<file path="src/rtl/mbet_pkg.sv">
// Shared types, constants and helpers for the Mandelbrot escape-time pixel core.
package mbet_pkg;

	localparam int unsigned FRAC_BITS = 28;
	localparam int unsigned CNT_W     = 10;
	localparam int unsigned CNT_MAX   = 1023;
	localparam int unsigned COORD_W   = 9;

	// |z|^2 escape bound 4.0 in Q8.56
	localparam logic [63:0] ESCAPE_Q56 = 64'h0400_0000_0000_0000;

	// Configuration register indexes
	localparam logic [1:0] CFG_X_ORIGIN = 2'd0;
	localparam logic [1:0] CFG_Y_ORIGIN = 2'd1;
	localparam logic [1:0] CFG_STEP     = 2'd2;
	localparam logic [1:0] CFG_MAX_ITER = 2'd3;

	localparam logic signed [31:0] X_ORIGIN_RST = 32'shE000_0000;
	localparam logic signed [31:0] Y_ORIGIN_RST = 32'sh2000_0000;
	localparam logic [30:0]        STEP_RST     = 31'd2684355;
	localparam logic [CNT_W-1:0]   MAX_ITER_RST = 10'd1023;

	typedef struct packed {
		logic [COORD_W-1:0] column;
		logic [COORD_W-1:0] row;
	} mbet_pixel_t;

	typedef struct packed {
		logic [CNT_W-1:0] iterations;
		logic [7:0]       red;
		logic [7:0]       green;
		logic [7:0]       blue;
	} mbet_result_t;

	typedef struct packed {
		logic signed [31:0] x_origin;
		logic signed [31:0] y_origin;
		logic [30:0]        step;
		logic [CNT_W-1:0]   max_iterations;
	} mbet_cfg_t;

	typedef struct packed {
		logic               start;
		logic               out_free;
		logic [COORD_W-1:0] column;
		logic [COORD_W-1:0] row;
	} mbet_cmd_t;

	typedef struct packed {
		logic             idle;
		logic             done;
		logic [CNT_W-1:0] count;
	} mbet_stat_t;

	// Clamp a 42-bit signed sum to the signed 32-bit Q4.28 range
	function automatic logic signed [31:0] sat_q(input logic signed [41:0] v);
		logic signed [31:0] r;
		if (!v[41] && (|v[40:31])) begin
			r = 32'sh7FFF_FFFF;
		end else if (v[41] && !(&v[40:31])) begin
			r = 32'sh8000_0000;
		end else begin
			r = v[31:0];
		end
		return r;
	endfunction

endpackage

</file>
<file path="src/rtl/mbet_mul.sv">
// Shared signed 32x32 multiplier with registered product.
module mbet_mul import mbet_pkg::*; (
	input  logic               clk,
	input  logic signed [31:0] a,
	input  logic signed [31:0] b,
	output logic signed [63:0] p_q
);

	always_ff @(posedge clk) begin
		p_q <= a * b;
	end

endmodule

</file>
<file path="src/rtl/mbet_iter.sv">
// Sequencer and datapath for one pixel's escape-time iteration.
module mbet_iter import mbet_pkg::*; #(
	parameter int unsigned ITER_LIMIT = 1023
) (
	input  logic       clk,
	input  logic       arst_n,
	input  mbet_cfg_t  cfg,
	input  mbet_cmd_t  cmd,
	output mbet_stat_t stat
);

	localparam int unsigned      CAP_INT = (ITER_LIMIT < CNT_MAX) ? ITER_LIMIT : CNT_MAX;
	localparam logic [CNT_W-1:0] CAP     = CNT_W'(CAP_INT);

	localparam logic [3:0] ST_IDLE = 4'd0;
	localparam logic [3:0] ST_CRE  = 4'd1;
	localparam logic [3:0] ST_CIM  = 4'd2;
	localparam logic [3:0] ST_CSET = 4'd3;
	localparam logic [3:0] ST_XX   = 4'd4;
	localparam logic [3:0] ST_YY   = 4'd5;
	localparam logic [3:0] ST_XY   = 4'd6;
	localparam logic [3:0] ST_UPD  = 4'd7;
	localparam logic [3:0] ST_DONE = 4'd8;

	logic [3:0]         state_q;
	logic [COORD_W-1:0] col_q, row_q;
	logic [CNT_W-1:0]   lim_q, cnt_q, cnt_nxt;
	logic signed [31:0] c_re_q, c_im_q, x_q, y_q;
	logic signed [63:0] xx_q, diff_q;
	logic               esc_q;

	logic signed [31:0] mul_a, mul_b;
	logic signed [63:0] prod;
	logic [63:0]        mag;
	logic signed [41:0] re_sum, im_sum, xn_sum, yn_sum;
	logic signed [33:0] diff_sh, xy_sh;

	mbet_mul u_mul (
		.clk (clk),
		.a   (mul_a),
		.b   (mul_b),
		.p_q (prod)
	);

	// Select the operands of the shared multiplier by sequencer step
	always_comb begin
		case (state_q)
			ST_CRE: begin
				mul_a = $signed({{(32-COORD_W){1'b0}}, col_q});
				mul_b = $signed({1'b0, cfg.step});
			end
			ST_CIM: begin
				mul_a = $signed({{(32-COORD_W){1'b0}}, row_q});
				mul_b = $signed({1'b0, cfg.step});
			end
			ST_YY: begin
				mul_a = y_q;
				mul_b = y_q;
			end
			ST_XY: begin
				mul_a = x_q;
				mul_b = y_q;
			end
			default: begin
				mul_a = x_q;
				mul_b = x_q;
			end
		endcase
	end

	assign re_sum  = {{10{cfg.x_origin[31]}}, cfg.x_origin} + $signed({2'b00, prod[39:0]});
	assign im_sum  = {{10{cfg.y_origin[31]}}, cfg.y_origin} - $signed({2'b00, prod[39:0]});
	assign mag     = {1'b0, xx_q[62:0]} + {1'b0, prod[62:0]};
	assign diff_sh = 34'(diff_q >>> FRAC_BITS);
	assign xy_sh   = 34'(prod >>> (FRAC_BITS - 1));
	assign xn_sum  = {{8{diff_sh[33]}}, diff_sh} + {{10{c_re_q[31]}}, c_re_q};
	assign yn_sum  = {{8{xy_sh[33]}}, xy_sh} + {{10{c_im_q[31]}}, c_im_q};
	assign cnt_nxt = cnt_q + 1'b1;

	always_ff @(posedge clk or negedge arst_n) begin
		if (!arst_n) begin
			state_q <= ST_IDLE;
		end else begin
			case (state_q)
				ST_IDLE: if (cmd.start) state_q <= ST_CRE;
				ST_CRE:  state_q <= ST_CIM;
				ST_CIM:  state_q <= ST_CSET;
				ST_CSET: state_q <= (lim_q == '0) ? ST_DONE : ST_XX;
				ST_XX:   state_q <= ST_YY;
				ST_YY:   state_q <= ST_XY;
				ST_XY:   state_q <= ST_UPD;
				ST_UPD:  state_q <= (esc_q || cnt_nxt == lim_q) ? ST_DONE : ST_XX;
				ST_DONE: if (cmd.out_free) state_q <= ST_IDLE;
				default: state_q <= ST_IDLE;
			endcase
		end
	end

	always_ff @(posedge clk) begin
		case (state_q)
			ST_IDLE: begin
				col_q <= cmd.column;
				row_q <= cmd.row;
				lim_q <= (cfg.max_iterations > CAP) ? CAP : cfg.max_iterations;
			end
			ST_CIM: c_re_q <= sat_q(re_sum);
			ST_CSET: begin
				c_im_q <= sat_q(im_sum);
				x_q    <= '0;
				y_q    <= '0;
				cnt_q  <= '0;
			end
			ST_YY: xx_q <= prod;
			ST_XY: begin
				esc_q  <= (mag >= ESCAPE_Q56);
				diff_q <= xx_q - prod;
			end
			ST_UPD: begin
				if (!esc_q) begin
					cnt_q <= cnt_nxt;
					x_q   <= sat_q(xn_sum);
					y_q   <= sat_q(yn_sum);
				end
			end
			default: ;
		endcase
	end

	assign stat.idle  = (state_q == ST_IDLE);
	assign stat.done  = (state_q == ST_DONE) && cmd.out_free;
	assign stat.count = cnt_q;

endmodule

</file>
<file path="src/rtl/mandelbrot_escape_time_pixel_core.sv">
// Top level of the Mandelbrot escape-time pixel core.
// Takes one pixel (column, row) per transaction, maps it to the point
// c = (x_origin + column*step, y_origin - row*step) in saturated signed Q4.28,
// iterates z = z^2 + c from zero and returns the number of iterations taken
// while |z|^2 < 4, capped at the smaller of max_iterations and ITER_LIMIT,
// together with a color: red = green = low byte of the count, blue = that
// byte times 32. One pixel is in flight at a time. The sequencer first forms c
// (column*step, then row*step, then c itself with z and the count cleared);
// each pass then uses the one shared 32x32 multiplier to form x*x, y*y and
// x*y in turn, then updates z and the count (an escaping point takes one extra
// pass to see the escape), and a final state moves the result into the output
// register. The result sits in that output register, so the next pixel is taken
// while the previous result still waits. Configuration writes are always taken
// (cfg_ready is high) and must only be issued while the core is idle.
module mandelbrot_escape_time_pixel_core import mbet_pkg::*; #(
	parameter int unsigned ITER_LIMIT = 1023
) (
	input  logic         clk,
	input  logic         arst_n,
	input  logic         in_valid,
	output logic         in_ready,
	input  mbet_pixel_t  in_data,
	output logic         out_valid,
	input  logic         out_ready,
	output mbet_result_t out_data,
	input  logic         cfg_valid,
	output logic         cfg_ready,
	input  logic [1:0]   cfg_index,
	input  logic [31:0]  cfg_data
);

	mbet_cfg_t    cfg_q;
	mbet_cmd_t    cmd;
	mbet_stat_t   stat;
	logic         out_valid_q;
	mbet_result_t out_data_q;

	// Configuration registers: accept every write
	assign cfg_ready = 1'b1;

	always_ff @(posedge clk or negedge arst_n) begin
		if (!arst_n) begin
			cfg_q.x_origin       <= X_ORIGIN_RST;
			cfg_q.y_origin       <= Y_ORIGIN_RST;
			cfg_q.step           <= STEP_RST;
			cfg_q.max_iterations <= MAX_ITER_RST;
		end else if (cfg_valid && cfg_ready) begin
			case (cfg_index)
				CFG_X_ORIGIN: cfg_q.x_origin       <= $signed(cfg_data);
				CFG_Y_ORIGIN: cfg_q.y_origin       <= $signed(cfg_data);
				CFG_STEP:     cfg_q.step           <= cfg_data[30:0];
				CFG_MAX_ITER: cfg_q.max_iterations <= cfg_data[CNT_W-1:0];
				default: ;
			endcase
		end
	end

	// Take a new pixel whenever the sequencer is idle
	assign in_ready     = stat.idle;
	assign cmd.start    = in_valid && in_ready;
	assign cmd.column   = in_data.column;
	assign cmd.row      = in_data.row;
	// Let the sequencer hand off only when the output register is free
	assign cmd.out_free = !out_valid_q || out_ready;

	mbet_iter #(
		.ITER_LIMIT (ITER_LIMIT)
	) u_iter (
		.clk    (clk),
		.arst_n (arst_n),
		.cfg    (cfg_q),
		.cmd    (cmd),
		.stat   (stat)
	);

	// Output register: load on hand-off, drop once the transaction completes
	always_ff @(posedge clk or negedge arst_n) begin
		if (!arst_n) begin
			out_valid_q <= 1'b0;
		end else if (stat.done) begin
			out_valid_q <= 1'b1;
		end else if (out_ready) begin
			out_valid_q <= 1'b0;
		end
	end

	always_ff @(posedge clk) begin
		if (stat.done) begin
			out_data_q.iterations <= stat.count;
			out_data_q.red        <= stat.count[7:0];
			out_data_q.green      <= stat.count[7:0];
			out_data_q.blue       <= {stat.count[2:0], 5'b00000};
		end
	end

	assign out_valid = out_valid_q;
	assign out_data  = out_data_q;

endmodule

</file>
<file path="config.mk">
export PLATFORM = sky130hd
export DESIGN_NAME = mandelbrot_escape_time_pixel_core
export DESIGN_NICKNAME = d
export VERILOG_FILES = /design/src/rtl/mbet_pkg.sv /design/src/rtl/mbet_mul.sv /design/src/rtl/mbet_iter.sv /design/src/rtl/mandelbrot_escape_time_pixel_core.sv
export SDC_FILE = /design/constraint.sdc
export NUM_CORES = 2
export LEC_CHECK = 0
export ABC_CLOCK_PERIOD_IN_PS = 12600
export BUFFER_PORTS_ARGS = -buffer_cell sky130_fd_sc_hd__clkbuf_2
export CORE_ASPECT_RATIO = 0.7
export CORE_MARGIN = 1.5
export CORE_UTILIZATION = 40
export CTS_CLUSTER_DIAMETER = 30
export CTS_CLUSTER_SIZE = 20
export DETAILED_ROUTE_END_ITERATION = 12
export PLACE_DENSITY = 0.58
export SLEW_MARGIN = 20
export SYNTH_ARGS = -nofsm -noshare
export SYNTH_HDL_FRONTEND = slang
export SYNTH_SLANG_ARGS = --single-unit
</file>
<file path="constraint.sdc">
create_clock -name clk -period 12.6 [get_ports clk]
set_input_delay 1.89 -clock clk [delete_from_list [all_inputs] [get_ports clk]]
set_output_delay 1.89 -clock clk [all_outputs]
set_load 0.05 [all_outputs]
</file>
After elaboration in Yosys (flattened, before gate mapping):

Index checks and enable logic that the tools add are counted.

* flip-flop bits (word level): 486
* logic and storage cells: 109

* add/sub/neg operators: 7
* multipliers: 1
* $lt $le $gt $ge: 2
* eq/ne operators: 15
* muxes and demuxes: 21
* reductions and logical operators: 42

Operator list (count)
* 32-bit two-way mux: 8
* 32-bit one-hot mux with 2 select lines: 3
* 32-bit one-hot mux with 3 select lines: 1
* 34-bit by 32-bit adder with 35-bit output: 2
* 63-bit by 63-bit adder with 64-bit output: 1
* 64-bit by 59-bit greater-or-equal comparator with 1-bit output, second input constant: 1
* 32-bit by 32-bit multiplier with 63-bit output: 1
* 62-bit subtractor: 1
* 32-bit by 41-bit adder with 42-bit output: 1
* 32-bit by 41-bit subtractor with 42-bit output: 1
* 10-bit AND reduction: 4
* 10-bit OR reduction: 4
* 4-bit one-hot mux with 9 select lines: 1
* 10-bit one-hot mux with 2 select lines: 1
* 4-bit by 3-bit equality test with 1-bit output, second input constant: 4
* 4-bit two-way mux: 4
* 2-bit AND reduction: 6
* 10-bit by 1-bit adder with 10-bit output, second input constant: 1
* 10-bit equality test: 1
* 10-bit > comparator, second input constant: 1
* 1-bit logical AND: 10
* 10-bit logical NOT: 1
* 10-bit two-way mux: 1
* 1-bit logical NOT: 9
* other kinds (13): 20

Longest topological paths before layout:

* word-level depth: 8
* depth in mapped cells: 39
* mapped depth without buffers: 34

Cells and area by module:

Synthesis repeated with hierarchy kept, for this count alone.

* cell total of the unflattened synthesis: 6792
* area total of the unflattened synthesis: 65358.9 µm²

Modules (own cells, without submodules)
* mbet_mul: times used 1, cells an instance 3930, area each 37453.4 µm²
* mbet_iter: times used 1, cells an instance 2598, area each 23378.7 µm²
* mandelbrot_escape_time_pixel_core: times used 1, cells an instance 264, area each 4526.8 µm²

Least setup slack after synthesis:

OpenSTA, ideal clock, no wires.

* path type: reg-to-reg
* start: register u_iter.state_q[3]
* end: register u_iter.u_mul.p_q[54]
* setup time: 72 ps
* arrival: 11157 ps
* required time: 12528 ps
* path slack: 1370 ps
* stages on the path, launching flop included: 38
* buffers on the path: 5
* cell sequence: dfrtp_1 -> clkbuf_1 -> nand2b_1 -> or2_2 -> clkbuf_1 -> inv_2 -> buf_1 -> nand2_1 -> o21ai_1 -> clkbuf_1 -> nand2_1 -> fa_1 -> inv_1 -> fa_1 -> fa_1 -> inv_1 -> fa_1 -> inv_1 -> [... 2 more ...] -> fa_1 -> inv_1 -> fa_1 -> inv_1 -> ha_1 -> clkbuf_1 -> a21o_1 -> a21o_1 -> a2111oi_0 -> o21ai_0 -> a221oi_1 -> o31ai_1 -> a221oi_2 -> a21oi_1 -> o21a_1 -> a31oi_1 -> nor2b_1 -> xnor2_1

* longest elaborated chain between the ends: 4
* elaborated cells between the ends (all ways): 9
* classes of those cells: mul (1); eq/ne (4); mux (2); reduce/logical (2)

RTL lines
* start: declaration: RTL line mbet_iter.sv:25 `logic [3:0] state_q;`
* start signal: assignment: RTL line mbet_iter.sv:88 `ST_CSET: state_q <= (lim_q == '0) ? ST_DONE : ST_XX;`
* start signal: assignment: RTL line mbet_iter.sv:92 `ST_UPD: state_q <= (esc_q || cnt_nxt == lim_q) ? ST_DONE : ST_XX;`
* 4-bit by 3-bit equality test with 1-bit output, or another cell as far along: RTL line mbet_iter.sv:47 `case (state_q)`
* 2-bit OR reduction (no source line)
* 32-bit one-hot mux with 2 select lines: RTL line mbet_iter.sv:47
* 32-bit by 32-bit multiplier with 63-bit output *: RTL line mbet_mul.sv:10 `p_q <= a * b;`
* end signal: assignment: RTL line mbet_mul.sv:10
* end: declaration: RTL line mbet_mul.sv:6 `output logic signed [63:0] p_q`

Mark *: on every way between the ends. The rest lies on a longest branch, timed or not.
A chain may end at the register's enable or synchronous reset.

Worst setup path after layout:

Ends and elaborated chain as after synthesis.

==> flow_summary.json <==
{
  "fin_crit_ns": 11.30,
  "fin_worst_skew_ns": 0.0268,
  "clock-root-buffer": "sky130_fd_sc_hd__clkbuf_16",
  "synth_seq_cells": 447,
  "synth.avg_cell_area_um2": 9.49,
  "synth_cell_types": 94,
  "place.gp.congestion": 0.959,
  "async_flop_share": 0.246,
  "synth_adder_area_share": 0.428,
  "arrival_ns": 11.89,
  "timing.fmax_mhz": 88.5,
  "cts_resized": 0,
  "area_growth_syn_to_layout_pct": 9.13,
  "cts_setup_buffers": 0,
  "synth-edff-count": 274,
  "die_boundary_width_um": 480,
  "first_global_vias": 49200,
  "cts_made_buffers": 75,
  "finalSetupTns_ns": 0,
  "clk_path_buf_depth": 3,
  "worst_hold_path_type": "reg2reg",
  "clk_transition_reported_paths_ns": 0.06,
  "vias_after_detailed_routing": 49600,
  "most_prevalent_standard_cell_on_the_critical_path": "sky130_fd_sc_hd__fa_1",
  "holdBufCountCts": 0,
  "drc_violations": 0,
  "grt_pass1_wl_um": 334000,
  "design.die.area_um2": 162000,
  "final_hold_viol_count": 0,
  "grt_overflow_total": 0,
  "most_used_flip_flop_cell_after_synthesis": "sky130_fd_sc_hd__edfxtp_1",
  "netlist_area_um2": 63700,
  "first_pass_drt_iterations": 6,
  "fp.coreArea_um2": 158000,
  "muxShareOfSynthArea": 0.0192,
  "fin_nets": 8295,
  "port-buffer-count": 87,
  "share_of_post_route_cells_with_drive_strength_above_1": 0.0907,
  "initial_antenna_violation_count": 11,
  "setup-violations-final": 0,
  "worstSetupEndpoint": "u_iter.u_mul.p_q[54]$_DFF_P_",
  "maxSlewHeadroom": 0.208,
  "insertion_delay_ns": 0.67,
  "critical-path-max-stage-delay_ns": 0.92,
  "yosys-top-cells-area": "sky130_fd_sc_hd__fa_1, sky130_fd_sc_hd__edfxtp_1, sky130_fd_sc_hd__ha_1",
  "final_hpwl_dp_um": 188000,
  "rr_worst_depth": 33,
  "synthCells": 6713,
  "cap_viol_max_count": 0,
  "worst-slew-pin-transition_ns": 1.19,
  "synth_compound_area_frac": 0.120,
  "cts_tree": "yes",
  "setup_slack_of_the_worst_register_to_register_path_ns": 1.30,
  "number_of_h_tree_branching_levels": 3,
  "cp-end-kind": "flop",
  "die_h_um": 337,
  "setup_repair_after_global_routing_missed_its_margin": "no",
  "grt_start_max_net_pins": 90,
  "clkSinkCount": 447,
  "initial_utilization": 0.403,
  "num_io_pins": 94,
  "drt_iter0_drc": 5443,
  "yosys.area.top_type": "sky130_fd_sc_hd__fa_1",
  "placementRows": 122,
  "yosys.area_share.simple": 0.119,
  "outcome": "finished clean",
  "crit-reg2reg-capture": "u_iter.u_mul.p_q[54]$_DFF_P_",
  "maxSlewViolCount": 0,
  "startpoint_type": "flop",
  "final_antenna_net_count": 0,
  "tot_gr_track_use": 0.280,
  "vias_per_cell": 5.59,
  "synth_top_family_by_area": "adder cells",
  "route.detailed.wl_per_inst_um": 25.2,
  "crit_path_start": "u_iter.state_q[3]$_DFFE_PN0P_",
  "setup.worst_path.class": "reg2reg",
  "wire_length_reported_by_the_detailed_router_um": 224000,
  "critical_path.reg2reg.startpoint": "u_iter.state_q[3]$_DFFE_PN0P_",
  "final.period_utilization": 0.897,
  "synth_sequential_area_ratio": 0.193,
  "worstPathRequired_ns": 13.19,
  "ys_warn_count": 0,
  "worstPathMaxFanout": 89,
  "post_synth_xor_area_fraction": 0.0342,
  "synth_top_cell_area_share": 0.339,
  "max_stage_delay_cell_worst_path": "sky130_fd_sc_hd__a221oi_1"
}
## worst max-delay path, delay by kind of cell, from the launching register on
| kind | cells | cell delay, ns |
|---|---|---|
| fa+ha+maj | 9 | 4.38 |
| flops | 1 | 0.64 |
| buf+inv | 7 | 1.12 |
| compound gates | 11 | 3.83 |
| simple gates | 5 | 1.04 |
| xor+xnor | 1 | 0.13 |
## worst min-delay path by stage
stage / cells past startpoint / startpoint / slack [ns] / to
floorplan: 0 / u_iter.u_mul.p_q[61]$_DFF_P_ / 0.41 / u_iter.xx_q[61]$_DFFE_PN_
global placement: 0 / u_iter.cnt_q[9]$_SDFFCE_PN0P_ / 0.47 / out_data[33]$_DFFE_PP_
detailed placement: 0 / u_iter.cnt_q[9]$_SDFFCE_PN0P_ / 0.48 / out_data[33]$_DFFE_PP_
CTS: 0 / u_iter.cnt_q[9]$_SDFFCE_PN0P_ / 0.49 / out_data[33]$_DFFE_PP_
global route: 0 / u_iter.cnt_q[9]$_SDFFCE_PN0P_ / 0.51 / out_data[33]$_DFFE_PP_
finish: 0 / u_iter.cnt_q[9]$_SDFFCE_PN0P_ / 0.49 / out_data[33]$_DFFE_PP_
## cells in the mapped netlist, types with 57 or more instances
library cell               number
sky130_fd_sc_hd__inv_1       1117
sky130_fd_sc_hd__fa_1        1078
sky130_fd_sc_hd__nor2_1       736
sky130_fd_sc_hd__nand2_1      664
sky130_fd_sc_hd__ha_1         457
sky130_fd_sc_hd__a21oi_1      327
sky130_fd_sc_hd__edfxtp_1     274
sky130_fd_sc_hd__clkbuf_1     257
sky130_fd_sc_hd__a21o_1       180
sky130_fd_sc_hd__o21ai_0      173
sky130_fd_sc_hd__xnor2_1      153
sky130_fd_sc_hd__mux2_2       106
sky130_fd_sc_hd__xor2_1        96
sky130_fd_sc_hd__dfrtp_1       84
sky130_fd_sc_hd__nand3_1       68
sky130_fd_sc_hd__dfxtp_1       63
sky130_fd_sc_hd__o21bai_1      58
sky130_fd_sc_hd__o21a_1        57
## kinds of logic (layout without fill, tap and decap cells)
family,Yosys count,count (layout)
flip-flops,447,447
other,2,7
AO/OA/AOI/OAI,1150,1150
adder cells (fa/ha/maj),1535,1535
multiplexers,109,109
buffers and inverters,1441,1490
AND/OR/NAND/NOR,1780,1780
XOR/XNOR,249,249
## sequential cells by signal, summed over array words and instances (netlist names)
register          count
u_iter.diff_q        34
cfg_q               105
u_iter.col_q          9
u_iter.y_q           32
u_iter.u_mul.p_q     63
u_iter.lim_q         10
u_iter.x_q           32
u_iter.esc_q          1
u_iter.xx_q          63
u_iter.c_im_q        32
u_iter.state_q        4
u_iter.cnt_q         10
u_iter.c_re_q        32
u_iter.row_q          9
out_valid             1
out_data             10
## placed cells by master, fill, tap and decap left out, types with 35 or more instances in the layout
cell                        count
sky130_fd_sc_hd__inv_1       1117
sky130_fd_sc_hd__fa_1        1078
sky130_fd_sc_hd__nor2_1       734
sky130_fd_sc_hd__nand2_1      663
sky130_fd_sc_hd__ha_1         457
sky130_fd_sc_hd__a21oi_1      318
sky130_fd_sc_hd__edfxtp_1     274
sky130_fd_sc_hd__a21o_1       180
sky130_fd_sc_hd__o21ai_0      166
sky130_fd_sc_hd__xnor2_1      153
sky130_fd_sc_hd__buf_4        142
sky130_fd_sc_hd__mux2_2       106
sky130_fd_sc_hd__xor2_1        96
sky130_fd_sc_hd__clkbuf_2      87
sky130_fd_sc_hd__dfrtp_1       84
sky130_fd_sc_hd__clkbuf_16     76
sky130_fd_sc_hd__nand3_1       68
sky130_fd_sc_hd__dfxtp_1       63
sky130_fd_sc_hd__o21bai_1      58
sky130_fd_sc_hd__o21a_1        57
sky130_fd_sc_hd__nor3_1        45
sky130_fd_sc_hd__o31ai_1       43
sky130_fd_sc_hd__nand2b_1      42
sky130_fd_sc_hd__and2_1        41
sky130_fd_sc_hd__nand4_1       39
sky130_fd_sc_hd__o21ai_2       35
## stage by stage
step	hold WS, ns	util	area, µm²	setup slack, ns	instances
after CTS	0.495	0.440	69500	1.40	8872
after floorplan	0.415	-	63700	1.37	6717
final	0.491	0.440	69500	1.30	8875
after global routing	0.510	0.440	69500	0.665	8874
after global placement	0.468	0.422	66800	1.59	8730
after detailed placement	0.481	0.423	66800	1.46	8732
## final cells by class
cell class | count | area, µm²
Clock buffer | 81 | 1940
Sequential cell | 447 | 12300
Fill cell | 15400 | 88600
Multi-Input combinational cell | 4829 | 46200
Clock inverter | 59 | 746
Timing Repair Buffer | 232 | 1520
Antenna cell | 1 | 2.50
Inverter | 1118 | 4200
Tap cell | 2108 | 2640
## metal layers
layer / global-route usage / part of all wire / up-vias
met2: 0.373 / 0.39 / 2570
met3: 0.0831 / 0.12 / 298
met5: 0 / 0.00025 / -
li1: - / - / 21600
met1: 0.436 / 0.47 / 25200
met4: 0.0673 / 0.027 / 6
Power is left out: the tool's default activity adds up to more than one toggle a clock period on the data nets, which glitch-free logic cannot reach.
